## src/single_source_shortest_paths_top_defines.svh

```systemverilog
// Assertion macros used by the shortest path search datapath.
`ifndef SINGLE_SOURCE_SHORTEST_PATHS_TOP_DEFINES_SVH
`define SINGLE_SOURCE_SHORTEST_PATHS_TOP_DEFINES_SVH

// Same-cycle implication, disabled while reset is asserted.
`define SSSP_ASSERT_IMP(lbl, clk_s, rstn_s, ante, cons, msg) \
	lbl: assert property (@(posedge clk_s) disable iff (!rstn_s) (ante) |-> (cons)) \
		else $error(msg);

// Next-cycle implication, disabled while reset is asserted.
`define SSSP_ASSERT_NXT(lbl, clk_s, rstn_s, ante, cons, msg) \
	lbl: assert property (@(posedge clk_s) disable iff (!rstn_s) (ante) |=> (cons)) \
		else $error(msg);

`endif

```

## src/sssp_pkg.sv

```systemverilog
// Shared types, constants and microcode table of the shortest path search block.
`timescale 1ns / 1ps

package sssp_pkg;

	// Fixed field widths.
	localparam int DIST_W = 21;
	localparam int NODE_W = 5;
	localparam int WIN_W  = 16;
	localparam int NCNT_W = 6;

	// Defaults for the top level parameters.
	localparam int MAX_VERTICES_DEF = 32;
	localparam int WEIGHT_BITS_DEF  = 16;

	// Configuration port.
	localparam int APB_AW = 3;
	localparam int APB_DW = 32;
	localparam logic [NCNT_W-1:0] NCNT_RESET = 6'd32;
	localparam logic [APB_AW-3:0] REG_NODE_COUNT = 1'b0;

	// Datapath operations selected by the control word.
	typedef enum logic [3:0] {
		OP_NONE,
		OP_CLEAR,
		OP_IDLE,
		OP_INIT,
		OP_ROUND,
		OP_SETTLE,
		OP_PASS,
		OP_DRAIN,
		OP_EMIT
	} op_t;

	// Jump conditions.
	typedef enum logic [2:0] {
		C_NEVER,
		C_ALWAYS,
		C_CLR_BUSY,
		C_NO_QUERY,
		C_SEARCH_DONE,
		C_PASS_MORE,
		C_EMIT_MORE
	} cond_t;

	typedef logic [3:0] step_t;

	// Program step addresses.
	localparam step_t ST_CLEAR  = 4'd0;
	localparam step_t ST_IDLE   = 4'd1;
	localparam step_t ST_INIT   = 4'd2;
	localparam step_t ST_ROUND  = 4'd3;
	localparam step_t ST_SETTLE = 4'd4;
	localparam step_t ST_PASS   = 4'd5;
	localparam step_t ST_DRAIN  = 4'd6;
	localparam step_t ST_EMIT   = 4'd7;
	localparam step_t ST_DONE   = 4'd8;

	typedef struct packed {
		op_t   op;
		cond_t cond;
		step_t target;
	} ctrl_t;

	// Status flags from the datapath that the jump conditions test.
	typedef struct packed {
		logic clr_last;
		logic query_go;
		logic search_done;
		logic pass_last;
		logic emit_last;
	} stat_t;

	// Microcode table: one control word per program step.
	function automatic ctrl_t ucode(step_t s);
		ctrl_t cw;
		unique case (s)
			ST_CLEAR:  cw = '{op: OP_CLEAR,  cond: C_CLR_BUSY,    target: ST_CLEAR};
			ST_IDLE:   cw = '{op: OP_IDLE,   cond: C_NO_QUERY,    target: ST_IDLE};
			ST_INIT:   cw = '{op: OP_INIT,   cond: C_NEVER,       target: ST_IDLE};
			ST_ROUND:  cw = '{op: OP_ROUND,  cond: C_SEARCH_DONE, target: ST_EMIT};
			ST_SETTLE: cw = '{op: OP_SETTLE, cond: C_NEVER,       target: ST_IDLE};
			ST_PASS:   cw = '{op: OP_PASS,   cond: C_PASS_MORE,   target: ST_PASS};
			ST_DRAIN:  cw = '{op: OP_DRAIN,  cond: C_ALWAYS,      target: ST_ROUND};
			ST_EMIT:   cw = '{op: OP_EMIT,   cond: C_EMIT_MORE,   target: ST_EMIT};
			ST_DONE:   cw = '{op: OP_NONE,   cond: C_ALWAYS,      target: ST_IDLE};
			default:   cw = '{op: OP_NONE,   cond: C_ALWAYS,      target: ST_IDLE};
		endcase
		return cw;
	endfunction

endpackage

```

## src/sssp_seq.sv

```systemverilog
// Microcode sequencer: step counter, control word table lookup and conditional jumps.
`timescale 1ns / 1ps

module sssp_seq (
	input  logic            clk,
	input  logic            arst_n,
	input  sssp_pkg::stat_t stat,
	output sssp_pkg::ctrl_t cw
);

	sssp_pkg::step_t upc_q;
	logic            take;

	// Fetch the control word of the current step.
	assign cw = sssp_pkg::ucode(upc_q);

	// Evaluate the jump condition.
	always_comb begin
		unique case (cw.cond)
			sssp_pkg::C_NEVER:       take = 1'b0;
			sssp_pkg::C_ALWAYS:      take = 1'b1;
			sssp_pkg::C_CLR_BUSY:    take = !stat.clr_last;
			sssp_pkg::C_NO_QUERY:    take = !stat.query_go;
			sssp_pkg::C_SEARCH_DONE: take = stat.search_done;
			sssp_pkg::C_PASS_MORE:   take = !stat.pass_last;
			sssp_pkg::C_EMIT_MORE:   take = !stat.emit_last;
			default:                 take = 1'b1;
		endcase
	end

	// Step counter.
	always_ff @(posedge clk or negedge arst_n) begin
		if (!arst_n) begin
			upc_q <= sssp_pkg::ST_CLEAR;
		end else if (take) begin
			upc_q <= cw.target;
		end else begin
			upc_q <= upc_q + 1'b1;
		end
	end

endmodule

```

## config.mk

```make
export PLATFORM = sky130hd
export DESIGN_NAME = sssp_seq
export DESIGN_NICKNAME = d
export VERILOG_FILES = /design/src/single_source_shortest_paths_top_defines.svh /design/src/sssp_pkg.sv /design/src/sssp_seq.sv
export SDC_FILE = /design/constraint.sdc
export NUM_CORES = 1
export LEC_CHECK = 0
export BUFFER_PORTS_ARGS = -buffer_cell sky130_fd_sc_hd__buf_2
export CORE_UTILIZATION = 30
export CTS_CLUSTER_SIZE = 16
export DETAILED_ROUTE_END_ITERATION = 7
export RECOVER_POWER = 25
export SYNTH_ARGS = -nofsm -noshare
export SYNTH_HDL_FRONTEND = slang
export SYNTH_SLANG_ARGS = --single-unit
export TNS_END_PERCENT = 50
```

## constraint.sdc

```tcl
create_clock -name clk -period 2.3 [get_ports clk]
set_input_delay 0.345 -clock clk [delete_from_list [all_inputs] [get_ports clk]]
set_output_delay 0.345 -clock clk [all_outputs]
set_load 0.05 [all_outputs]
```

Word level (Yosys, flattened, before mapping)
Memories as Yosys holds them, arrays and structs flattened.
Index checks and enable logic that the tools add are counted.

storage, ports and cells
  word-level logic and storage cells = 15
  register bits = 4
  memory bits (writable) = 0
  output and inout port bits = 11
  bits in latches = 0
  bits of input ports = 7
  memories kept = 1
  bits in read-only memories = 160

cells by class
  mux-type cells = 2
  equal/unequal tests = 5
  multiply operators = 0
  magnitude comparators = 0
  $add $sub $neg = 1
  reductions and logical operators = 5
  bitwise gates (word level) = 0
  shift-type cells = 0
  divide/modulo/power cells = 0

memory list
  name             words  bits a word  read ports  clocked after memory_dff  write ports  line            RTL
  (no name shown)  16     10           1           0                         0            sssp_pkg.sv:77  unique case (s)

operators with widths
  operator               count
  $eq A3 B3 Y1 const B   3
  $eq A3 B2 Y1 const B   2
  $pmux W1 S6            1
  $add A4 B1 Y4 const B  1
  $logic_not A1 Y1       4
  $mux W4                1
  $logic_not A3 Y1       1

Logic depth before layout (Yosys ltp)
Gate-level depths: netlist of the first run.
An unclocked memory read counts as a cell.

  depth after elaboration = 4
  depth in mapped cells = 7
  gate-level depth less buffers = 7

Least setup slack after synthesis of the first run
OpenSTA, ideal clock, no wires.

  kind = flip-flop to flip-flop
  start point = register upc_q[0]
  end point = register upc_q[0]
  path buffers = 0
  library setup time = 0.125 ns
  cell stages (with the launch flop) = 7
  setup slack = -0.081 ns
  required time = 2.175 ns
  arrival time = 2.256 ns
  period minus slack after synthesis = 2.381 ns
  path through = dfrtp_1 ha_1 nor2b_1 nor3_2 nand4b_1 o211ai_4 mux2_4

RTL lines
  item                      line            RTL
  start: declaration        sssp_seq.sv:11  sssp_pkg::step_t upc_q;
  start signal: assignment  sssp_seq.sv:34  upc_q <= sssp_pkg::ST_CLEAR;
  start signal: assignment  sssp_seq.sv:36  upc_q <= cw.target;
  start signal: assignment  sssp_seq.sv:38  upc_q <= upc_q + 1'b1;

Worst setup path in the final report of the first run
  start point = register upc_q[0]
  end point = register upc_q[1]

between the ends
  longest elaborated chain between the ends = 4
  elaborated cells on any way between the ends = 10
  those cells by class = add/sub (1); eq/ne (5); mux (2); reduce/logical (1); memory (1)

ends and longest elaborated chain
  item                                  line            RTL
  $mem_v2 Z16 W10                       n/a
  $eq A3 B3 Y1 (tied with other cells)  sssp_seq.sv:19  unique case (cw.cond)
  $pmux W1 S6                           sssp_seq.sv:19
  $mux W4 (*)                           sssp_seq.sv:35  end else if (take) begin

Every way passes the cells marked *; elsewhere a longest branch is shown, timed or not.

==> metrics.md, run 1 <==
| Metric | Value |
|---|---|
| Vias per inst | approximately 5 |
| Largest registers | upc_q x4 |
| Post-CTS setup buffers | 0 |
| Fraction of the mapped netlist area in adder cells | approximately an eighth |
| Largest family of logic cells by synthesized area | simple AND/OR/NAND/NOR gates |
| Starting Density | 32.43% |
| Critical path capture point type | register |
| Run status | finished clean |
| Antenna diode count | 0 |
| Fmax | 0.4762 GHz |
| Final #Nets | 87 |
| Max_cap viols | 0 |
| Clock slew at reported path FFs | 40 ps |
| Startpoint types | register |
| Yosys reg bits | 4 |
| Multi-input combinational cell area | roughly 350 sq um |
| Global-route wire length before repair | ~1600 um |
| GRT Residual Overflow | 0 |
| Avg Inst Size Synth | approximately 9.0 sq um |
| Dpl hpwl | between 700 and 800 um |
| Final worst path period share | 91.29% |
| Sequential cell area | about 100 sq um |
| CTS H-tree depth | 1 |
| Core Area | between 0.0015 and 0.002 sq mm |
| Most frequent cells in the layout | buf_2 (15), inv_1 (5), nor2_1 (5), ha_1 (5), dfrtp_1 (4) |
| Most flop-heavy register | upc_q |
| Slew Viols, Final | 0 |
| Vias in the first global route | between 300 and 400 |
| Chip width | approximately 43 um |
| Post-Synth XOR/XNOR Area | 1.772% |
| Multiplexer share of the synthesized area | roughly 11% |
| RSZ-0062 raised after global routing | no |
| Fill cells | roughly 160 |
| Die area | between 0.0015 and 0.002 sq mm |
| Syn nets | 67 |
| Final hold vios | 0 |
| Ranking of synthesized cells by area | dfrtp_1 (20%), ha_1 (13%), mux2_4 (9.1%), o211ai_4 (4.3%), o2bb2a_4 (4.1%) |
| Sum Neg Setup Slack | 0 ps |
| GP Congestion | 0.7343 |
| Clk_skew | 0.07938 ps |
| Total clock sinks | 4 |
| Tmin final | ~2100 ps |
| Setup CP Type | reg2reg |
| Syn-to-layout area delta | 25.06% |
| Synth Area in Compound Gates | 21.52% |
| Post-synth top area share | between 20% and 30% |
| Commonest non-fill, non-tap cell in the layout | buf_2 |
| Root buf cell | clkbuf_4 |
| Final setup vio count | 0 |
| Maximum fanout along the worst path | 4 |
| Die Ht | around 43 um |
| Hold buffers post-CTS | 1 |
| Setup crit start | upc_q[0] |
| WP data arrival | ~2200 ps |
| Number of flip-flops in the largest register | 4 |
| Synth cell types | 29 |
| Drt drc | 0 |
| Post-DR wirelength/cell | about 11 um |
| First-pass DRT Iterations | 4 |
| Num CTS Buffers | 3 |
| Via count | about 440 |
| Worst min path class | in2async |
| Post-route ant nets | 0 |
| Rows | 14 |
| Worst Reg-to-Reg Cells | 7 |
| Launching point of the worst reg2reg path | upc_q[0] |
| Worst EP required | roughly 2400 ps |
| Ports | 18 |
| Flop2flop setup slack | roughly 200 ps |
| CTS tree | yes |
| Share of cells above drive strength 1 | between 30% and 40% |
| Total Routed Length | between 900 and 1000 um |
| Gate Count Post-Synth | between 50 and 60 |
| Starting DRT DRC Count | 11 |
| Final Util | around two fifths |
| Cell Area, Synth | between 400 and 500 sq um |
| Post-synthesis simple-gate area fraction | a little over a fifth |
| Yosys warns | 0 |
| Sequential cell area fraction in the yosys report | between 20% and 30% |
| Largest net degree at the start of global routing | 15 |
| Initial antenna violation count | 0 |
| Synth area leader | dfrtp_1 |
| PortBufs | 16 |
| Clk buf depth | 2 |
| Critical R2R Capture | upc_q[1] |
| GRT Total Usage | around an eighth |
| Post-CTS Resized | 0 |
| Clk Latency, worst-skew pair | ~230 ps |
-- cell type report --
type                            count  area share, %
Clock buffer                        3          3.644
Inverter                            5          3.036
Multi-Input combinational cell     42          57.08
Sequential cell                     4          16.19
Tap cell                           16          3.239
Timing Repair Buffer               19          16.80
-- worst max path at each step --
stage	to	slack, ps
after floorplan	upc_q[0]	110
after global placement	upc_q[1]	220
after detailed placement	upc_q[1]	210
after CTS	cw[6]	190
after global routing	cw[6]	110
final	upc_q[1]	200
-- critical path, cell delays in order (launching register included) --
cell	delay (ps)
dfrtp_1	340
inv_1	60
ha_1	330
mux2i_1	280
a221oi_1	150
o2bb2a_4	250
o211ai_4	230
mux2_4	330
-- routing by layer --
metal | wire [um] | GRT usage [%]
met2 | 450 | 17.54
met1 | 494 | 16.22
met4 | 13 | 9.375
met3 | 38 | 2.586
met5 | 0 | 0
-- kinds of logic (layout without fill, tap and decap cells) --
logic type | after synthesis | count (layout)
AO/OA/AOI/OAI | 11 | 11
XOR/XNOR | 1 | 1
adder cells (fa/ha/maj) | 5 | 5
buffers and inverters | 9 | 27
flip-flops | 4 | 4
multiplexers | 4 | 4
other | 1 | 1
AND/OR/NAND/NOR | 20 | 20
-- cell usage after synthesis --
master,instances
nor2_1,5
conb_1,1
a21o_1,1
and2b_1,1
a2111oi_1,1
nor2b_1,3
buf_6,1
nand4b_1,1
dfrtp_1,4
a21oi_1,3
or2_0,1
o2bb2a_4,1
a21bo_2,1
xor2_1,1
o211ai_4,1
nand2b_1,2
inv_1,5
nor3_2,1
nand3_1,1
nor3_1,1
mux2_4,3
o31ai_1,1
ha_1,5
nand2_1,4
buf_4,2
mux2i_1,1
a221oi_1,1
buf_2,1
a31oi_1,1
-- metrics by stage --
step	area [sq um]	hold slack [ps]	cells	setup slack (ps)
CTS	619.3	437.6	89	191.6
global route	618.1	492.5	89	110.7
detailed placement	586.8	155.2	85	213.7
finish	618.1	473.1	89	200.2
global placement	586.8	152.9	85	215.4
floorplan	503.0	49.41	55	112.1
Power of run 1 is left out: the tool's default activity adds up to more than one toggle a clock period on the data nets, which glitch-free logic cannot reach.
==> run 2: changes to the inputs <==
--- a/config.mk
+++ b/config.mk
@@ -5,10 +5,13 @@
 export SDC_FILE = /design/constraint.sdc
 export NUM_CORES = 1
 export LEC_CHECK = 0
+export ABC_AREA = 1
 export BUFFER_PORTS_ARGS = -buffer_cell sky130_fd_sc_hd__buf_2
+export CAP_MARGIN = 20
 export CORE_UTILIZATION = 30
 export CTS_CLUSTER_SIZE = 16
 export DETAILED_ROUTE_END_ITERATION = 7
+export PLACE_DENSITY = 0.6
 export RECOVER_POWER = 25
 export SYNTH_ARGS = -nofsm -noshare
 export SYNTH_HDL_FRONTEND = slang
==> run 2 against run 1 <==
Compared with the run above: sequential share of layout area up 0.44 points; critical path depth down 2; final cell count up 18%; flip-flop and latch count unchanged; hold slack worse by 2.1 ps; worst setup slack better by 74 ps; fmax up 3.7%; design area down 2.6%; global-route usage up 2.1 points; clock skew up 8.6 ps; die area up 0.47%; largest cell class unchanged.
==> metrics.md, run 2 <==
| Metric | Value |
|---|---|
| Syn-to-layout area delta | 21.16% |
| Post-synth EDFFs | 0 |
| Clk Latency, worst-skew pair | ~250 ps |
| Yosys warns | 0 |
| Core Area | about 0.0015 sq mm |
| GRT Residual Overflow | 0 |
| Total Routed Length | 1157 um |
| Sum Neg Setup Slack | 0 ps |
| Ports | 18 |
| Cell Area, Synth | slightly below 500 sq um |
| Startpoint types | register |
| Synth Flop Type | dfrtp_1 |
| Final setup vio count | 0 |
| Starting DRT DRC Count | 4 |
| Share of cells above drive strength 1 | 35.96% |
| Gate Count Post-Synth | approximately 70 |
| Drt drc | 0 |
| Commonest non-fill, non-tap cell in the layout | buf_2 |
| Rows | 14 |
| Vias per inst | between 4 and 5 |
| Fmax | roughly 0.49 GHz |
| Chip width | approximately 43 um |
| GP Congestion | 0.7928 |
| Die area | ~0.0018 sq mm |
| Total clock sinks | 4 |
| CTS H-tree depth | 1 |
| Most frequent cell after synthesis | nand2_1 |
| Worst EP required | 1960 ps |
| Critical path capture point type | output port |
| Ranking of synthesized cells by area | dfrtp_1 (20%), ha_1 (13%), nand2_1 (11%), nand3_2 (8.1%), inv_1 (6.8%) |
| Most frequent cells in the layout | buf_2 (15), nand2_1 (14), inv_1 (9), nor2_1 (9) |
| Multi-input combinational cell area | 320.3 sq um |
| WP data arrival | roughly 1700 ps |
| Synth cell types | 21 |
| Worst min path class | in2async |
| Number of flip-flops in the largest register | 4 |
| Largest registers | upc_q x4 |
| Largest net degree at the start of global routing | 10 |
| Slew Viols, Final | 0 |
| Root buf cell | clkbuf_4 |
| RSZ-0062 raised after global routing | no |
| Vias in the first global route | between 400 and 500 |
| Clk buf depth | 2 |
| Antenna diode count | 0 |
| Yosys reg bits | 4 |
| Max_cap viols | 0 |
| Post-route ant nets | 0 |
| Most flop-heavy register | upc_q |
| Final #Nets | slightly above 100 |
| Top cells by instance count after synthesis | nand2_1 (14), inv_1 (9), nor2_1 (9) |
| Sequential cell area | 100.1 sq um |
| Fill cells | 152 |
| Dpl hpwl | around 890 um |
| Starting Density | 32.59% |
| Via count | between 400 and 500 |
| Clk_skew | approximately 8.6 ps |
| Run status | finished clean |
| Tmin final | between 2000 and 2500 ps |
| Final hold vios | 0 |
| FFs w/ async S/R, synth | 100.0% |
| Initial antenna violation count | 0 |
| GRT Total Usage | roughly 15% |
| Num CTS Buffers | 3 |
| Clock slew at reported path FFs | roughly 40 ps |
| CTS tree | yes |
| Avg Inst Size Synth | 6.899 sq um |
| Post-DR wirelength/cell | 11.02 um |
| Global-route wire length before repair | around 2000 um |
| Final worst path period share | 88.07% |
| Die Ht | approximately 43 um |
| Syn nets | 84 |
| Setup CP Type | reg2out |
| Post-synth top area share | about 20% |
| Maximum fanout along the worst path | 7 |
| First-pass DRT Iterations | 3 |
| Sequential cell area fraction in the yosys report | approximately 20% |
| Synth area leader | dfrtp_1 |
| PortBufs | 16 |
==> run 2: final timing paths <==
kind	slack [ps]	cells after the start	endpoint	from
worst max-delay path	270	5	cw[4]	upc_q[0]
worst min-delay path	470	2	upc_q[2]	arst_n
worst max register to register	450	10	upc_q[0]	upc_q[0]
worst min register to register	710	2	upc_q[3]	upc_q[3]
max in group asynchronous	1610	2	upc_q[1]	arst_n
min in group clk	510	5	upc_q[2]	stat[1]
==> run 2: per-stage QoR <==
step	cells	setup WS [ps]	hold slack [ps]	cell area [sq um]	utilization, %
3_3_place_gp	101	515.1	152.4	570.5	37.44
4_1_cts	105	268.9	434.8	603.1	39.57
2_1_floorplan	72	349.0	49.41	496.7	-
3_5_place_dp	101	472.7	165.8	570.5	37.44
6_report	105	274.3	471.0	601.8	39.49
5_1_grt	105	179.3	500.7	601.8	39.49
==> run 2: routing by layer <==
metal | global-route usage [%] | share of wire (%) | vias up
met4 | 9.375 | 2.2 | 0
met2 | 23.03 | 45 | 15
met1 | 18.59 | 50 | 219
met3 | 1.277 | 3.0 | 3
li1 | - | - | 258
met5 | 0 | 0 | -
==> run 2: cells by family (layout without fill, tap and decap cells) <==
family | after synthesis | after routing | share of synthesized area [%]
adder cells (fa/ha/maj) | 5 | 5 | 12.59
buffers and inverters | 15 | 32 | 15.36
AND/OR/NAND/NOR | 41 | 41 | 43.58
AO/OA/AOI/OAI | 5 | 5 | 5.792
other | 1 | 1 | 0.7549
flip-flops | 4 | 4 | 20.15
XOR/XNOR | 1 | 1 | 1.764
==> run 2: cell type report <==
type	count	area share [%]
repair buffers	17	14.76
well taps	16	3.326
clock buffers	3	3.742
multi-input cells	53	53.22
flip-flops and latches	4	16.63
inverters	12	8.316
==> run 2: what timing repair did <==
action / 4_1_cts / 5_1_grt
endpoints found under the hold margin: 4 / 0
hold buffers: 1 / 0
resized for setup: 0 / 0
buffers inserted: 0 / 0
==> run 2: worst max-delay path, cell delays in order, from the launching register on <==
cell,delay [ps]
dfrtp_1,500
inv_1,100
ha_1,320
nand2_1,100
nand3_2,140
buf_2,270
Power of run 2 is left out for the same reason.
==> run 3: changes to the inputs <==
--- a/config.mk
+++ b/config.mk
@@ -8,10 +8,12 @@
 export ABC_AREA = 1
 export BUFFER_PORTS_ARGS = -buffer_cell sky130_fd_sc_hd__buf_2
 export CAP_MARGIN = 20
-export CORE_UTILIZATION = 30
+export CELL_PAD_IN_SITES_DETAIL_PLACEMENT = 1
+export CELL_PAD_IN_SITES_GLOBAL_PLACEMENT = 2
+export CORE_UTILIZATION = 24
 export CTS_CLUSTER_SIZE = 16
 export DETAILED_ROUTE_END_ITERATION = 7
-export PLACE_DENSITY = 0.6
+export PLACE_DENSITY = 0.82
 export RECOVER_POWER = 25
 export SYNTH_ARGS = -nofsm -noshare
 export SYNTH_HDL_FRONTEND = slang
==> constraint.sdc (replaced) <==
create_clock -name clk -period 1.9 [get_ports clk]
set_input_delay 0.285 -clock clk [delete_from_list [all_inputs] [get_ports clk]]
set_output_delay 0.285 -clock clk [all_outputs]
set_load 0.05 [all_outputs]
==> run 3 against run 2 <==
Compared with the run above: first-iteration DRC count up 50%; design area up 8.3%; worst setup slack worse by 220 ps; via count up 5.7%; wire length up 10%; hold slack worse by 24 ps.
==> metrics.md, run 3 (synthesis results as in run 2) <==
| Metric | Value |
|---|---|
| Via count | around 520 |
| Core Area | around 0.0020 sq mm |
| Global-route wire length before repair | 1925 um |
| WP data arrival | 1560 ps |
| Chip width | 47.50 um |
| Clock slew at reported path FFs | about 40 ps |
| First-pass DRT Iterations | 2 |
| Share of cells above drive strength 1 | 40.00% |
| Vias in the first global route | approximately 460 |
| CTS H-tree depth | 1 |
| Max_cap viols | 0 |
| Clk Latency, worst-skew pair | around 230 ps |
| Worst path bufs/invs | 2 |
| Sequential cell area | roughly 100 sq um |
| CP delay by family, top | flip-flops |
| Crit path top cell by count | buf_4 |
| RSZ-0062 raised after global routing | yes |
| Final #Nets | ~100 |
| Ports | 18 |
| Post-CTS setup buffers | 0 |
| Clk buf depth | 2 |
| Fmax | ~0.54 GHz |
| Tmin final | 1842 ps |
| Maximum fanout along the worst path | 4 |
| Num CTS Buffers | 3 |
| Initial antenna violation count | 0 |
| Post-DR wirelength/cell | between 10 and 15 um |
| Setup CP Type | reg2out |
| Final worst path period share | 96.95% |
| Die area | approximately 0.0023 sq mm |
| Final Util | between 30 and 40% |
| Rows | 16 |
| Most frequent cells in the layout | nand2_1 (14), buf_2 (10), inv_1 (9), nor2_1 (9) |
| Total Routed Length | between 1000 and 1500 um |
| Startpoint types | register |
| Starting DRT DRC Count | 6 |
| Flop2flop setup slack | ~190 ps |
| Largest net degree at the start of global routing | 10 |
| GP Congestion | between 0.7 and 0.8 |
| Dpl hpwl | 1014 um |
| Antenna diode count | 0 |
| Total clock sinks | 4 |
| PortBufs | 16 |
| Largest registers | upc_q x4 |
| Die Ht | roughly 47 um |
| Vias per inst | approximately 4.5 |
| Most flop-heavy register | upc_q |
| Worst min path class | in2async |
| Multi-input combinational cell area | roughly 330 sq um |
| Worst EP required | between 1500 and 2000 ps |
| Root buf cell | clkbuf_4 |
| Crit path cell chain | buf_4 > ha_2 > o21ai_2 > a21oi_1 > buf_4 |
| Starting Density | around 25% |
| GRT Residual Overflow | 0 |
| GRT Total Usage | around an eighth |
| Clk_skew | 2.463 ps |
| Slew Viols, Final | 0 |
| Max incr delay on CP | approximately 430 ps |
| Slowest CP cell | dfrtp_2 |
| Sum Neg Setup Slack | 0 ps |
| Final setup vio count | 0 |
| Commonest non-fill, non-tap cell in the layout | nand2_1 |
| CTS tree | yes |
| Post-route ant nets | 0 |
| Syn-to-layout area delta | 31.23% |
| Number of flip-flops in the largest register | 4 |
| Final hold vios | 0 |
| Run status | finished clean |
| Drt drc | 0 |
| Fill cells | between 200 and 300 |
| Critical path capture point type | output port |
-- run 3: cell count changes in the layout (fill, tap and decap cells not counted), sizes merged --
cell,delta
buf,+1
-- run 3: stage by stage --
stage	hold slack, ps	setup WS (ps)	std cells	area, sq um
2_1_floorplan	-10.59	7.871	72	504.2
3_3_place_gp	87.53	149.6	113	599.3
3_5_place_dp	88.63	127.8	113	599.3
4_1_cts	379.2	-31.22	117	639.4
5_1_grt	466.8	-6.138	117	651.9
6_report	447.0	58.02	117	651.9
-- run 3: per-layer routing --
layer	global-route usage (%)	routed length, um
met5	0	0
met2	21.10	664
met4	8.571	23
met1	15.53	566
met3	2.264	22
-- run 3: path summary, 6_finish.rpt --
check	startpoint	endpoint	cells after the start
min in group clk	stat[1]	upc_q[2]	5
hold / removal	arst_n	upc_q[2]	2
setup reg to reg	upc_q[1]	upc_q[1]	10
setup / recovery	upc_q[0]	cw[1]	5
max in group asynchronous	arst_n	upc_q[1]	2
hold reg to reg	upc_q[0]	upc_q[0]	3
-- run 3: cell type report --
cell class              instances  area share, %
clock buffers                   3          3.455
inverters                      12          7.678
multi-input cells              53          50.67
flip-flops and latches          4          15.74
well taps                      27          5.182
repair buffers                 18          17.27
-- run 3: repair_timing --
item | CTS | global route
pin swaps | 1 | 1
endpoints found under the hold margin | 4 | 0
gates resized for setup | 3 | 8
hold buffers | 1 | 0
endpoints found under the setup margin | 5 | 10
Power of run 3 is left out for the same reason.
